--- src/hdl/mmrp_pkg.sv ---
// shared types, codes and constants of the mixer meter reply parser
`timescale 1ns / 1ps
`default_nettype none

package mmrp_pkg;

  // parse position within one reply
  typedef enum logic [3:0] {
    PH_IDLE    = 4'd0,
    PH_PORT_HI = 4'd1,
    PH_PORT_LO = 4'd2,
    PH_MIXER   = 4'd3,
    PH_COUNT   = 4'd4,
    PH_DIR     = 4'd5,
    PH_NVALS   = 4'd6,
    PH_LVL_HI  = 4'd7,
    PH_LVL_LO  = 4'd8
  } phase_t;

  // record kinds on the output channel
  localparam logic [1:0] KIND_HEADER = 2'd0;
  localparam logic [1:0] KIND_START  = 2'd1;
  localparam logic [1:0] KIND_VALUE  = 2'd2;

  // block directions that produce records
  localparam logic [1:0] DIR_IN  = 2'd1;
  localparam logic [1:0] DIR_OUT = 2'd2;

  // depth of the record queue between parser and output stage
  localparam int QUEUE_DEPTH_DEFAULT = 2;

  // compact record as held in the queue; aux is the block count of a
  // header record or the channel number of a value record
  typedef struct packed {
    logic [1:0]  kind;
    logic [7:0]  version;
    logic [13:0] port_id;
    logic [7:0]  mixer_output;
    logic [7:0]  aux;
    logic [1:0]  direction;
    logic [13:0] level;
  } q_entry_t;

endpackage

`default_nettype wire

--- src/hdl/mmrp_if.sv ---
// valid/ready channel interfaces for payload bytes and parsed records
`timescale 1ns / 1ps
`default_nettype none

interface mmrp_in_if;
  logic       valid;
  logic       ready;
  logic [7:0] data_byte;
  logic       start_of_message;

  modport source(output valid, output data_byte, output start_of_message, input ready);
  modport sink(input valid, input data_byte, input start_of_message, output ready);
endinterface

interface mmrp_out_if;
  logic        valid;
  logic        ready;
  logic [1:0]  record_kind;
  logic [7:0]  version;
  logic [13:0] port_id;
  logic [7:0]  mixer_output;
  logic [7:0]  block_count;
  logic [1:0]  direction;
  logic [7:0]  channel;
  logic [13:0] level;

  modport source(output valid, output record_kind, output version, output port_id,
                 output mixer_output, output block_count, output direction,
                 output channel, output level, input ready);
  modport sink(input valid, input record_kind, input version, input port_id,
               input mixer_output, input block_count, input direction,
               input channel, input level, output ready);
endinterface

`default_nettype wire

--- src/hdl/mixer_meter_reply_parser_top.sv ---
// Mixer meter reply parser: payload bytes in, header, block-start and
// meter value records out.
//
// rx carries one payload byte per beat; start_of_message marks the version
// byte and restarts the parse at any point. tx carries one record per beat:
// a header record after the block count byte, a block-start record for
// input or output blocks, and one value record per meter value of those
// blocks, channels counted from 1. Bytes of other blocks and bytes after
// the last block give no record.
// A record completed by a taken byte is written into the record queue and then
// moves to the output register before it is valid on tx. Throughput: one byte
// per cycle while the record queue has a free slot.
// The parser feeds a short record queue that the output register drains;
// when tx stalls the queue fills, and rx.ready drops once it is full.
// Reset (synchronous, rst high) returns the parser to waiting for a start
// byte, empties the queue and drops tx.valid.
`timescale 1ns / 1ps
`default_nettype none

module mixer_meter_reply_parser_top
  import mmrp_pkg::*;
#(
  parameter int QUEUE_DEPTH = QUEUE_DEPTH_DEFAULT
) (
  input  wire logic  clk,
  input  wire logic  rst,
  mmrp_in_if.sink    rx,
  mmrp_out_if.source tx
);

  logic     push;
  logic     q_ready;
  logic     q_valid;
  logic     pop;
  q_entry_t wr_entry;
  q_entry_t rd_entry;

  // byte parser
  mmrp_front u_front (
    .clk              (clk),
    .rst              (rst),
    .in_valid         (rx.valid),
    .in_ready         (rx.ready),
    .data_byte        (rx.data_byte),
    .start_of_message (rx.start_of_message),
    .q_ready          (q_ready),
    .push             (push),
    .entry            (wr_entry)
  );

  // record queue
  mmrp_queue #(
    .DEPTH (QUEUE_DEPTH)
  ) u_queue (
    .clk      (clk),
    .rst      (rst),
    .push     (push),
    .wr_entry (wr_entry),
    .wr_ready (q_ready),
    .pop      (pop),
    .rd_entry (rd_entry),
    .rd_valid (q_valid)
  );

  // output stage
  mmrp_back u_back (
    .clk     (clk),
    .rst     (rst),
    .q_valid (q_valid),
    .q_entry (rd_entry),
    .pop     (pop),
    .tx      (tx)
  );

endmodule

`default_nettype wire

--- src/hdl/mmrp_front.sv ---
// byte parser: tracks the reply layout and builds records for the queue
`timescale 1ns / 1ps
`default_nettype none

module mmrp_front
  import mmrp_pkg::*;
(
  input  wire logic     clk,
  input  wire logic     rst,
  input  wire logic     in_valid,
  output logic          in_ready,
  input  wire logic [7:0] data_byte,
  input  wire logic     start_of_message,
  input  wire logic     q_ready,
  output logic          push,
  output q_entry_t      entry
);

  phase_t      phase, phase_next;
  logic [7:0]  header_version;
  logic [6:0]  port_high;
  logic [13:0] header_port;
  logic [7:0]  header_mixer;
  logic [7:0]  blocks_left;
  logic [1:0]  block_direction;
  logic [7:0]  values_left;
  logic [7:0]  channel_count;
  logic [6:0]  level_high;

  logic       fire;
  logic [6:0] b7;
  logic       emit;
  logic       last_block;
  logic       dir_live;
  logic       byte_dir_live;

  // every byte yields at most one record, so a free queue slot is enough
  assign in_ready      = q_ready;
  assign fire          = in_valid && in_ready;
  assign b7            = data_byte[6:0];
  assign last_block    = (blocks_left == 8'd1);
  assign dir_live      = (block_direction == DIR_IN) || (block_direction == DIR_OUT);
  assign byte_dir_live = (data_byte[1:0] == DIR_IN) || (data_byte[1:0] == DIR_OUT);

  // next parse position
  always_comb begin
    phase_next = phase;
    if (start_of_message) begin
      phase_next = PH_PORT_HI;
    end else begin
      unique case (phase)
        PH_IDLE:    phase_next = PH_IDLE;
        PH_PORT_HI: phase_next = PH_PORT_LO;
        PH_PORT_LO: phase_next = PH_MIXER;
        PH_MIXER:   phase_next = PH_COUNT;
        PH_COUNT:   phase_next = (data_byte == 8'd0) ? PH_IDLE : PH_DIR;
        PH_DIR:     phase_next = PH_NVALS;
        PH_NVALS: begin
          if (data_byte != 8'd0) begin
            phase_next = PH_LVL_HI;
          end else begin
            phase_next = last_block ? PH_IDLE : PH_DIR;
          end
        end
        PH_LVL_HI:  phase_next = PH_LVL_LO;
        PH_LVL_LO: begin
          if (values_left != 8'd1) begin
            phase_next = PH_LVL_HI;
          end else begin
            phase_next = last_block ? PH_IDLE : PH_DIR;
          end
        end
        default:    phase_next = PH_IDLE;
      endcase
    end
  end

  // record built from the current byte
  always_comb begin
    emit               = 1'b0;
    entry.kind         = KIND_HEADER;
    entry.version      = header_version;
    entry.port_id      = header_port;
    entry.mixer_output = header_mixer;
    entry.aux          = 8'd0;
    entry.direction    = block_direction;
    entry.level        = {level_high, b7};
    if (!start_of_message) begin
      unique case (phase)
        PH_COUNT: begin
          emit       = 1'b1;
          entry.kind = KIND_HEADER;
          entry.aux  = data_byte;
        end
        PH_DIR: begin
          emit            = byte_dir_live;
          entry.kind      = KIND_START;
          entry.direction = data_byte[1:0];
        end
        PH_LVL_LO: begin
          emit       = dir_live;
          entry.kind = KIND_VALUE;
          entry.aux  = 8'(channel_count + 8'd1);
        end
        default: begin
          emit = 1'b0;
        end
      endcase
    end
  end

  assign push = fire && emit;

  // parse state and header fields
  always_ff @(posedge clk) begin
    if (rst) begin
      phase           <= PH_IDLE;
      header_version  <= 8'd0;
      port_high       <= 7'd0;
      header_port     <= 14'd0;
      header_mixer    <= 8'd0;
      blocks_left     <= 8'd0;
      block_direction <= 2'd0;
      values_left     <= 8'd0;
      channel_count   <= 8'd0;
      level_high      <= 7'd0;
    end else if (fire) begin
      phase <= phase_next;
      if (start_of_message) begin
        header_version <= data_byte;
      end else begin
        case (phase)
          PH_PORT_HI: port_high <= b7;
          PH_PORT_LO: header_port <= {port_high, b7};
          PH_MIXER:   header_mixer <= data_byte;
          PH_COUNT:   blocks_left <= data_byte;
          PH_DIR:     block_direction <= data_byte[1:0];
          PH_NVALS: begin
            values_left   <= data_byte;
            channel_count <= 8'd0;
            if (data_byte == 8'd0) begin
              blocks_left <= 8'(blocks_left - 8'd1);
            end
          end
          PH_LVL_HI:  level_high <= b7;
          PH_LVL_LO: begin
            channel_count <= 8'(channel_count + 8'd1);
            values_left   <= 8'(values_left - 8'd1);
            if (values_left == 8'd1) begin
              blocks_left <= 8'(blocks_left - 8'd1);
            end
          end
          default: ;
        endcase
      end
    end
  end

`ifndef SYNTHESIS
  // a block count byte always yields a header record
  a_count_emits: assert property (@(posedge clk) disable iff (rst)
    (fire && !start_of_message && phase == PH_COUNT) |-> push)
    else $error("count byte accepted without header record");

  // value records only for live directions
  a_value_dir: assert property (@(posedge clk) disable iff (rst)
    (push && entry.kind == KIND_VALUE) |->
      (entry.direction == DIR_IN || entry.direction == DIR_OUT))
    else $error("value record with dropped direction");
`endif

endmodule

`default_nettype wire

--- src/hdl/mmrp_queue.sv ---
// short record queue between parser and output stage
`timescale 1ns / 1ps
`default_nettype none

module mmrp_queue
  import mmrp_pkg::*;
#(
  parameter int DEPTH = QUEUE_DEPTH_DEFAULT
) (
  input  wire logic     clk,
  input  wire logic     rst,
  input  wire logic     push,
  input  wire q_entry_t wr_entry,
  output logic          wr_ready,
  input  wire logic     pop,
  output q_entry_t      rd_entry,
  output logic          rd_valid
);

  localparam int PTR_W = $clog2(DEPTH);
  localparam int CNT_W = $clog2(DEPTH + 1);

  q_entry_t          slots [DEPTH];
  logic [PTR_W-1:0]  wr_ptr;
  logic [PTR_W-1:0]  rd_ptr;
  logic [CNT_W-1:0]  count;

  assign wr_ready = (count != CNT_W'(DEPTH));
  assign rd_valid = (count != '0);
  assign rd_entry = slots[rd_ptr];

  // slot storage
  always_ff @(posedge clk) begin
    if (push) begin
      slots[wr_ptr] <= wr_entry;
    end
  end

  // pointers and fill level
  always_ff @(posedge clk) begin
    if (rst) begin
      wr_ptr <= '0;
      rd_ptr <= '0;
      count  <= '0;
    end else begin
      if (push) begin
        wr_ptr <= (wr_ptr == PTR_W'(DEPTH - 1)) ? '0 : PTR_W'(wr_ptr + 1'b1);
      end
      if (pop) begin
        rd_ptr <= (rd_ptr == PTR_W'(DEPTH - 1)) ? '0 : PTR_W'(rd_ptr + 1'b1);
      end
      if (push && !pop) begin
        count <= CNT_W'(count + 1'b1);
      end else if (pop && !push) begin
        count <= CNT_W'(count - 1'b1);
      end
    end
  end

`ifndef SYNTHESIS
  // the parser never writes into a full queue
  a_no_overflow: assert property (@(posedge clk) disable iff (rst)
    push |-> (count < CNT_W'(DEPTH)) || pop)
    else $error("record pushed into full queue");

  // the output stage never reads an empty queue
  a_no_underflow: assert property (@(posedge clk) disable iff (rst)
    pop |-> (count != '0))
    else $error("record popped from empty queue");
`endif

endmodule

`default_nettype wire

--- src/hdl/mmrp_back.sv ---
// output stage: expands queued records into result beats and holds them
`timescale 1ns / 1ps
`default_nettype none

module mmrp_back
  import mmrp_pkg::*;
(
  input  wire logic     clk,
  input  wire logic     rst,
  input  wire logic     q_valid,
  input  wire q_entry_t q_entry,
  output logic          pop,
  mmrp_out_if.source    tx
);

  logic        is_header;
  logic        is_value;
  logic        load;

  assign is_header = (q_entry.kind == KIND_HEADER);
  assign is_value  = (q_entry.kind == KIND_VALUE);
  assign load      = q_valid && (!tx.valid || tx.ready);
  assign pop       = load;

  // valid flag of the output register
  always_ff @(posedge clk) begin
    if (rst) begin
      tx.valid <= 1'b0;
    end else if (load) begin
      tx.valid <= 1'b1;
    end else if (tx.ready) begin
      tx.valid <= 1'b0;
    end
  end

  // payload, with the fields a kind does not use cleared to zero
  always_ff @(posedge clk) begin
    if (load) begin
      tx.record_kind  <= q_entry.kind;
      tx.version      <= q_entry.version;
      tx.port_id      <= q_entry.port_id;
      tx.mixer_output <= q_entry.mixer_output;
      tx.block_count  <= is_header ? q_entry.aux : 8'd0;
      tx.direction    <= is_header ? 2'd0 : q_entry.direction;
      tx.channel      <= is_value ? q_entry.aux : 8'd0;
      tx.level        <= is_value ? q_entry.level : 14'd0;
    end
  end

`ifndef SYNTHESIS
  // a waiting queue record moves out as soon as the register frees up
  a_drain: assert property (@(posedge clk) disable iff (rst)
    (q_valid && (!tx.valid || tx.ready)) |=> tx.valid)
    else $error("queued record not moved to output register");
`endif

endmodule

`default_nettype wire

--- src/flat_wrapper.sv ---
// flat-port wrapper written by rule: the top's interface ports become plain ports
module mixer_meter_reply_parser_top_flat import mmrp_pkg::*;
#(
  parameter int QUEUE_DEPTH = QUEUE_DEPTH_DEFAULT
)
  (clk, rst, rx_valid, rx_data_byte, rx_start_of_message, rx_ready, tx_valid, tx_record_kind, tx_version, tx_port_id, tx_mixer_output, tx_block_count, tx_direction, tx_channel, tx_level, tx_ready);
  mmrp_in_if rx_i ();
  mmrp_out_if tx_i ();
  input  wire logic clk;
  input  wire logic rst;
  input wire logic [$bits(rx_i.valid)-1:0] rx_valid;
  input wire logic [$bits(rx_i.data_byte)-1:0] rx_data_byte;
  input wire logic [$bits(rx_i.start_of_message)-1:0] rx_start_of_message;
  output wire logic [$bits(rx_i.ready)-1:0] rx_ready;
  output wire logic [$bits(tx_i.valid)-1:0] tx_valid;
  output wire logic [$bits(tx_i.record_kind)-1:0] tx_record_kind;
  output wire logic [$bits(tx_i.version)-1:0] tx_version;
  output wire logic [$bits(tx_i.port_id)-1:0] tx_port_id;
  output wire logic [$bits(tx_i.mixer_output)-1:0] tx_mixer_output;
  output wire logic [$bits(tx_i.block_count)-1:0] tx_block_count;
  output wire logic [$bits(tx_i.direction)-1:0] tx_direction;
  output wire logic [$bits(tx_i.channel)-1:0] tx_channel;
  output wire logic [$bits(tx_i.level)-1:0] tx_level;
  input wire logic [$bits(tx_i.ready)-1:0] tx_ready;
  assign rx_i.valid = rx_valid;
  assign rx_i.data_byte = rx_data_byte;
  assign rx_i.start_of_message = rx_start_of_message;
  assign rx_ready = rx_i.ready;
  assign tx_valid = tx_i.valid;
  assign tx_record_kind = tx_i.record_kind;
  assign tx_version = tx_i.version;
  assign tx_port_id = tx_i.port_id;
  assign tx_mixer_output = tx_i.mixer_output;
  assign tx_block_count = tx_i.block_count;
  assign tx_direction = tx_i.direction;
  assign tx_channel = tx_i.channel;
  assign tx_level = tx_i.level;
  assign tx_i.ready = tx_ready;
  mixer_meter_reply_parser_top #(.QUEUE_DEPTH(QUEUE_DEPTH)) u_core (.clk(clk), .rst(rst), .rx(rx_i), .tx(tx_i));
endmodule
--- config.mk ---
export PLATFORM = sky130hd
export DESIGN_NAME = mixer_meter_reply_parser_top_flat
export DESIGN_NICKNAME = d
export VERILOG_FILES = /design/src/hdl/mmrp_pkg.sv /design/src/hdl/mmrp_if.sv /design/src/hdl/mixer_meter_reply_parser_top.sv /design/src/hdl/mmrp_front.sv /design/src/hdl/mmrp_queue.sv /design/src/hdl/mmrp_back.sv /design/src/flat_wrapper.sv
export SDC_FILE = /design/constraint.sdc
export NUM_CORES = 1
export LEC_CHECK = 0
export ABC_AREA = 1
export BUFFER_PORTS_ARGS = -buffer_cell sky130_fd_sc_hd__buf_2
export CORE_ASPECT_RATIO = 1.4
export CORE_MARGIN = 1
export CORE_UTILIZATION = 59
export DETAILED_ROUTE_END_ITERATION = 12
export PLACE_DENSITY = 0.9
export SYNTH_ARGS = -nofsm -noshare
export SYNTH_HDL_FRONTEND = slang
export SYNTH_SLANG_ARGS = --single-unit
--- constraint.sdc ---
create_clock -name clk -period 6.45 [get_ports clk]
set_input_delay 1.29 -clock clk [delete_from_list [all_inputs] [get_ports clk]]
set_output_delay 1.29 -clock clk [all_outputs]
set_load 0.01 [all_outputs]
== Word level (Yosys, flattened, before mapping) ==
Memory sizes are Yosys's and may differ from the RTL's. A register that Yosys moved wholly into a read port is not among the register bits.
Cells that the tools add are included.
Storage, ports and cells
  bits in registers: 143
  RAM bits: 112
  input port bits: 13
  output and inout port bits: 66
  memories: 1
Cells by class
  add/subtract/negate cells: 7
  equality and inequality tests: 19
  muxes and demuxes: 28
  bitwise gates (word level): 1
  reductions and logical operators: 27
Memory list
  u_core.u_queue.slots: depth 2, width 56, read ports 1, clocked after memory_dff 1, write ports 1, line mmrp_queue.sv:23  | q_entry_t slots [DEPTH];
Operator list (count)
  $pmux W8 S2: 3
  $pmux W4 S8: 1
  $pmux W8 S3: 1
  $eq A4 B3 Y1 const B: 4
  $eq A8 B1 Y1 const B: 2
  $mux W8: 2
  $sub A8 B1 Y8 const B: 2
  $reduce_and A3 Y1: 5
  $mux W3: 4
  $mux W10: 1
  $mux W1: 9
  $add A8 B1 Y8 const B: 1
  $eq A4 B2 Y1 const B: 2
  $logic_not A8 Y1: 1
  $mux W2: 4
  $ne A8 B1 Y1 const B: 1
  $reduce_bool A2 Y1: 4
  $reduce_bool A8 Y1: 1
  $eq A2 B2 Y1 const B: 3
  $ne A2 B2 Y1 const B: 3
  $logic_and A1 B1 Y1: 5
  $reduce_and A5 Y1: 1
  $eq A2 B1 Y1 const B: 2
  $eq A4 B1 Y1 const B: 1
  other kinds (13): 19

== Depth between registers and ports, before layout ==
  depth in word-level cells: 9
  gate-level depth with buffers: 12
  depth with buffers taken out: 12

== Cells and area by module ==
A second synthesis with hierarchy kept.
Unflattened totals
  cell total of the unflattened synthesis: 861
  area, all modules: 10375.0 um2
Modules (own cells, without submodules)
  mmrp_queue: times used 1, cells each 207, area each 4431.8 um2, seq. area each 3463.3 um2
  mmrp_front: times used 1, cells each 522, area each 3667.3 um2, seq. area each 1481.4 um2
  mmrp_back: times used 1, cells each 132, area each 2275.9 um2, seq. area each 1941.9 um2

== Worst setup path before layout ==
OpenSTA, ideal clock, no wires.
  path kind: input-to-reg
  from: in tx_ready
  to: reg u_core.u_queue.count[1]
  library setup time: 0.122 ns
  arrival time: 5.593 ns
  data required time: 6.328 ns
  path slack: 0.735 ns
  cell stages on the path: 8
  path buffers: 0
  path through: nor2_1 > a21oi_1 > inv_1 > ha_1 > a21oi_1 > o21ai_0 > o21ai_0 > a21oi_1
On the way
  longest elaborated chain between the ends: 5
  elaborated cells on any way between the ends: 7
  those cells by class: mux (1); reduce/logical (6)
Ends and longest elaborated chain
  from (decl): line flat_wrapper.sv:24  | input wire logic [$bits(tx_i.ready)-1:0] tx_ready;
  $logic_or A1 B1 Y1 (*): line mmrp_back.sv:22  | assign load = q_valid && (!tx.valid || tx.ready);
  $logic_and A1 B1 Y1 (*): line mmrp_back.sv:22
  via u_core.pop: line mixer_meter_reply_parser_top.sv:34  | logic pop;
  $logic_not A1 Y1: line mmrp_queue.sv:52  | if (push && !pop) begin
  $logic_and A1 B1 Y1: line mmrp_queue.sv:52
  $mux W2 or $reduce_bool A2 Y1 (tied branches)
  to (signal assigned): line mmrp_queue.sv:53  | count <= CNT_W'(count + 1'b1);
  to (signal assigned): line mmrp_queue.sv:55  | count <= CNT_W'(count - 1'b1);
  to (decl): line mmrp_queue.sv:26  | logic [CNT_W-1:0] count;
Mark *: on every way through the listed nets, which the timed path passes. The rest lies on a longest branch.
A chain may end at the register's enable or synchronous reset.

== Worst setup path in the final report ==
  from: in rx_data_byte[0]
  to: mem u_core.u_queue.slots[1][41] (netlist bit) (enable)
On the way
  longest elaborated chain between the ends: 7
  elaborated cells on any way between the ends: 8
  those cells by class: eq/ne (2); mux (4); reduce/logical (2)
Ends and longest elaborated chain
  from (decl): line flat_wrapper.sv:12  | input wire logic [$bits(rx_i.data_byte)-1:0] rx_data_byte;
  $eq A2 B1 Y1 or $eq A2 B2 Y1 (tied branches): line mmrp_front.sv:43  | assign byte_dir_live = (data_byte[1:0] == DIR_IN) || (data_byte[1:0] == DIR_OUT);
  $logic_or A1 B1 Y1 (*): line mmrp_front.sv:43
  $pmux W1 S3 (*): line mmrp_front.sv:89  | unique case (phase)
  $mux W1 (*): line mmrp_front.sv:88  | if (!start_of_message) begin
  $logic_and A1 B1 Y1 (*): line mmrp_front.sv:112  | assign push = fire && emit;
  $mux W1 (*): line mmrp_queue.sv:34  | if (push) begin
  $mux W1 (not written as such) (*): line mmrp_queue.sv:35  | slots[wr_ptr] <= wr_entry;
  to (decl): line mmrp_queue.sv:23
Mark *: on every way between the ends. The rest lies on a longest branch, timed or not.

==> key figures <==
Status
  • Status: complete, but fails checks
  • Failing checks: design-rule violations

Power and ir drop
  • Maximum vdd drop: 501.8 uV
  • Power per Cell Area: 384.6 nW/um^2
  • Leakage power: 4.330 nW
  • Tot Pwr: 4.304 mW

CTS
  • CTS tree: yes
  • Worst-skew pair later-pin latency: 0.51 ns
  • Bufs on Longest Clock Path: 3
  • CTS root buffer: clkbuf_16
  • # resized after CTS: 0
  • H-tree levels: 1
  • Hold buffer count at CTS: 0
  • Clk sink count: 256
  • Setup Buffers After CTS: 0
  • Clock slew at reported path FFs: 0.06 ns
  • CTS Buf Count: 22

STA
  • Max_slew headroom: 0.4042
  • FMAX: 303.8 MHz
  • Crit share post-route: 0.5103
  • Final setup violation count: 0
  • Fin. Hold Viols: 0
  • Setup TNS: 0 ns
  • Worst Skew: 0.01439 ns
  • Final Critical Period: 3.292 ns
  • Unrepaired setup endpoints after global routing: no
  • Worst setup margin: 3.158 ns
  • Fin. max-slew vios: 0
  • Slew @ Worst Pin: 0.8937 ns

Global routing
  • First-pass GRT wire length: 33,640 um
  • Global-route usage over all layers: 0.2476
  • Remaining Overflow, GRT: 0
  • Vias in the first global route: 6,680
  • Largest net degree at the start of global routing: 69
  • Initial antenna violation count: 1

Worst setup path
  • FF-to-FF path depth: 8
  • Kind of critical path: in -> reg
  • CP peak stage delay: 0.55 ns
  • R2R setup slack: 3.42 ns
  • Crit path buf inv count: 3
  • CP max FO: 38
  • Crit path capture type: flip-flop
  • CP max-delay cell: buf_4
  • Startpoint Class: input port
  • CP dominant cell by count: nand2_1
  • Critical path depth: 8
  • Cell Chain, Critical Path: buf_2 -> clkinv_1 -> ha_1 -> nand2_1 -> nand3_1 -> nand2_1 -> nor2_4 -> buf_4
  • Worst EP required: 6.59 ns
  • CP arrival: 3.43 ns
  • Crit path max-delay family: buffers and inverters

Placement
  • RePlAce Congestion: 0.9600
  • PortBufs: 78
  • DP Worst Slack: 2.710 ns
  • Placed Area: 10,480 sq um
  • Final HPWL DP: 12,690 um

Route
  • Drt initial violations: 740
  • Routed len/inst: 17.50 um
  • Via count: 6,942
  • Routed Antenna Nets: 0
  • Final WL: 21,160 um
  • DRT Pass-1 Iters: 9
  • Drt drc: 7
  • Drt via density: 5.742

Logic synthesis
  • Avg Cell Area, Syn: 10.82 sq um
  • Top cells by area, synth: edfxtp_1 (53%), dfxtp_1 (16%), nand2_1 (8.5%)
  • Fraction of synthesized cell area in xor and xnor cells: 0.001760
  • Adder-cell share of the synthesized area: 0.008798
  • Cell Area, Synth: 9955 sq um
  • Post-synth EDFFs: 176
  • Synth Area in Simple Gates: 0.1562
  • Primary FF master, synth: edfxtp_1
  • Cells after synthesis: 920
  • Post-synthesis sequential area ratio: 0.6918
  • Yosys top cell area share: 0.5309
  • Library cells used by synthesis: 34
  • Main combinational cell family by area after synthesis: simple AND/OR/NAND/NOR gates
  • Mapped Nets: 940
  • Asr flop ratio synth: 0
  • Yosys reg bits: 256
  • Complex-gate fraction of the synthesized area: 0.09150
  • Post-synth top area cell: edfxtp_1
  • YS warnings: 0
  • Mux cell area share after synthesis: 0.009050

Floorplan
  • Initial Util: 0.6104
  • DIE WIDTH: 111.8 um
  • Cell Rows: 55
  • Die area: 17,400 sq um
  • Die Y: 155.7 um
  • Core Area: 16,310 sq um
  • Top-Level Pins: 79

Worst hold path
  • Worst Hold Path Cells: 0
  • Tightest Hold Check Type: reg -> reg

Finish
  • Final net count: 1,013
  • Layout fillers: 1,034
  • Layout cell share with drive strength beyond 1: 0.1457
  • Multi-input logic area: 2688 sq um
  • Design area: 11,190 sq um
  • Synthesis-to-finish area growth: 12.41%
  • Register area: 6888 sq um

Run
  • Max_cap viols: 0
## cell type report
type	instances	share of cell area
diodes	1	0.0002236
clock buffers	29	0.05524
clock inverters	11	0.007604
inverters	59	0.02002
multi-input cells	570	0.2402
flip-flops and latches	256	0.6156
well taps	199	0.02225
repair buffers	84	0.03891
## through the flow
| step | instances | utilization | hold WS (ns) |
|---|---|---|---|
| after global routing | 1209 | 0.6861 | 0.4636 |
| final | 1209 | 0.6861 | 0.4526 |
| after global placement | 1168 | 0.6428 | 0.4275 |
| after detailed placement | 1168 | 0.6428 | 0.4384 |
| after CTS | 1208 | 0.6859 | 0.4527 |
| after floorplan | 920 | - | 0.4203 |
## kinds of logic (layout without fill, tap and decap cells)
| group | count (synthesis) | count (layout) |
|---|---|---|
| simple gates | 375 | 375 |
| xor+xnor | 2 | 2 |
| compound gates | 177 | 177 |
| mux | 9 | 9 |
| flops | 256 | 256 |
| other cells | 0 | 1 |
| fa+ha+maj | 7 | 7 |
| buf+inv | 94 | 183 |
## report_power, final
part           switching [mW]  internal, mW
registers              0.0592          2.08
clock network           0.570         0.718
logic                   0.618         0.258
## per-layer routing
metal  up-vias  share of wire  global-route usage
met1      3218           0.38              0.3017
met4         0          0.042              0.1287
met3        71          0.082             0.04351
met2       371           0.50              0.4232
met5         -              0                   0
li1       3282              -                   -
## cells in the mapped netlist, types with 4 or more instances
cell and instances:
mux2i_1 9, nor2_1 92, buf_2 8, nand4_1 5, clkbuf_1 17, inv_2 8, ha_1 7, inv_1 48
nand2_1 225, a21oi_1 92, buf_4 5, nand3_1 33, nor3_1 4, dfxtp_1 80, nand2_2 5, edfxtp_1 176
nand2_4 4, o21ai_0 76
## layout by cell type (no fill, tap or decap), types with 2 or more instances in the layout
master	count
buf_2	78
mux2i_1	9
nor2_2	3
nand2_4	4
inv_2	8
inv_1	48
nor2_8	2
nor2_4	2
a21oi_1	91
nor2_1	90
clkbuf_1	4
clkinv_2	2
o21ai_0	76
o21ai_1	2
nor3_1	4
nand2_1	225
ha_1	7
nand4_1	5
clkinv_1	6
buf_4	6
nand2_2	5
dfxtp_1	79
nand3_1	33
clkbuf_16	23
clkbuf_8	2
edfxtp_1	176
o211ai_1	3
## registers in the layout, summed over array words and instances, names as in the netlist, 14 cells and up, named ones only
signal	cells
u_core.u_back.tx.level	14
u_core.u_back.tx.port_id	14
u_core.u_front.header_port	14
u_core.u_queue.slots	112
## final timing paths
kind / start / to
hold reg to reg: u_core.u_front.header_port[10] / u_core.u_queue.slots[0][42]
hold / removal: u_core.u_front.header_port[10] / u_core.u_queue.slots[0][42]
setup / recovery: rx_data_byte[0] / u_core.u_queue.slots[1][41]
setup reg to reg: u_core.u_front.phase[0] / u_core.u_queue.slots[1][41]
Power figures use the tool's default switching activity.
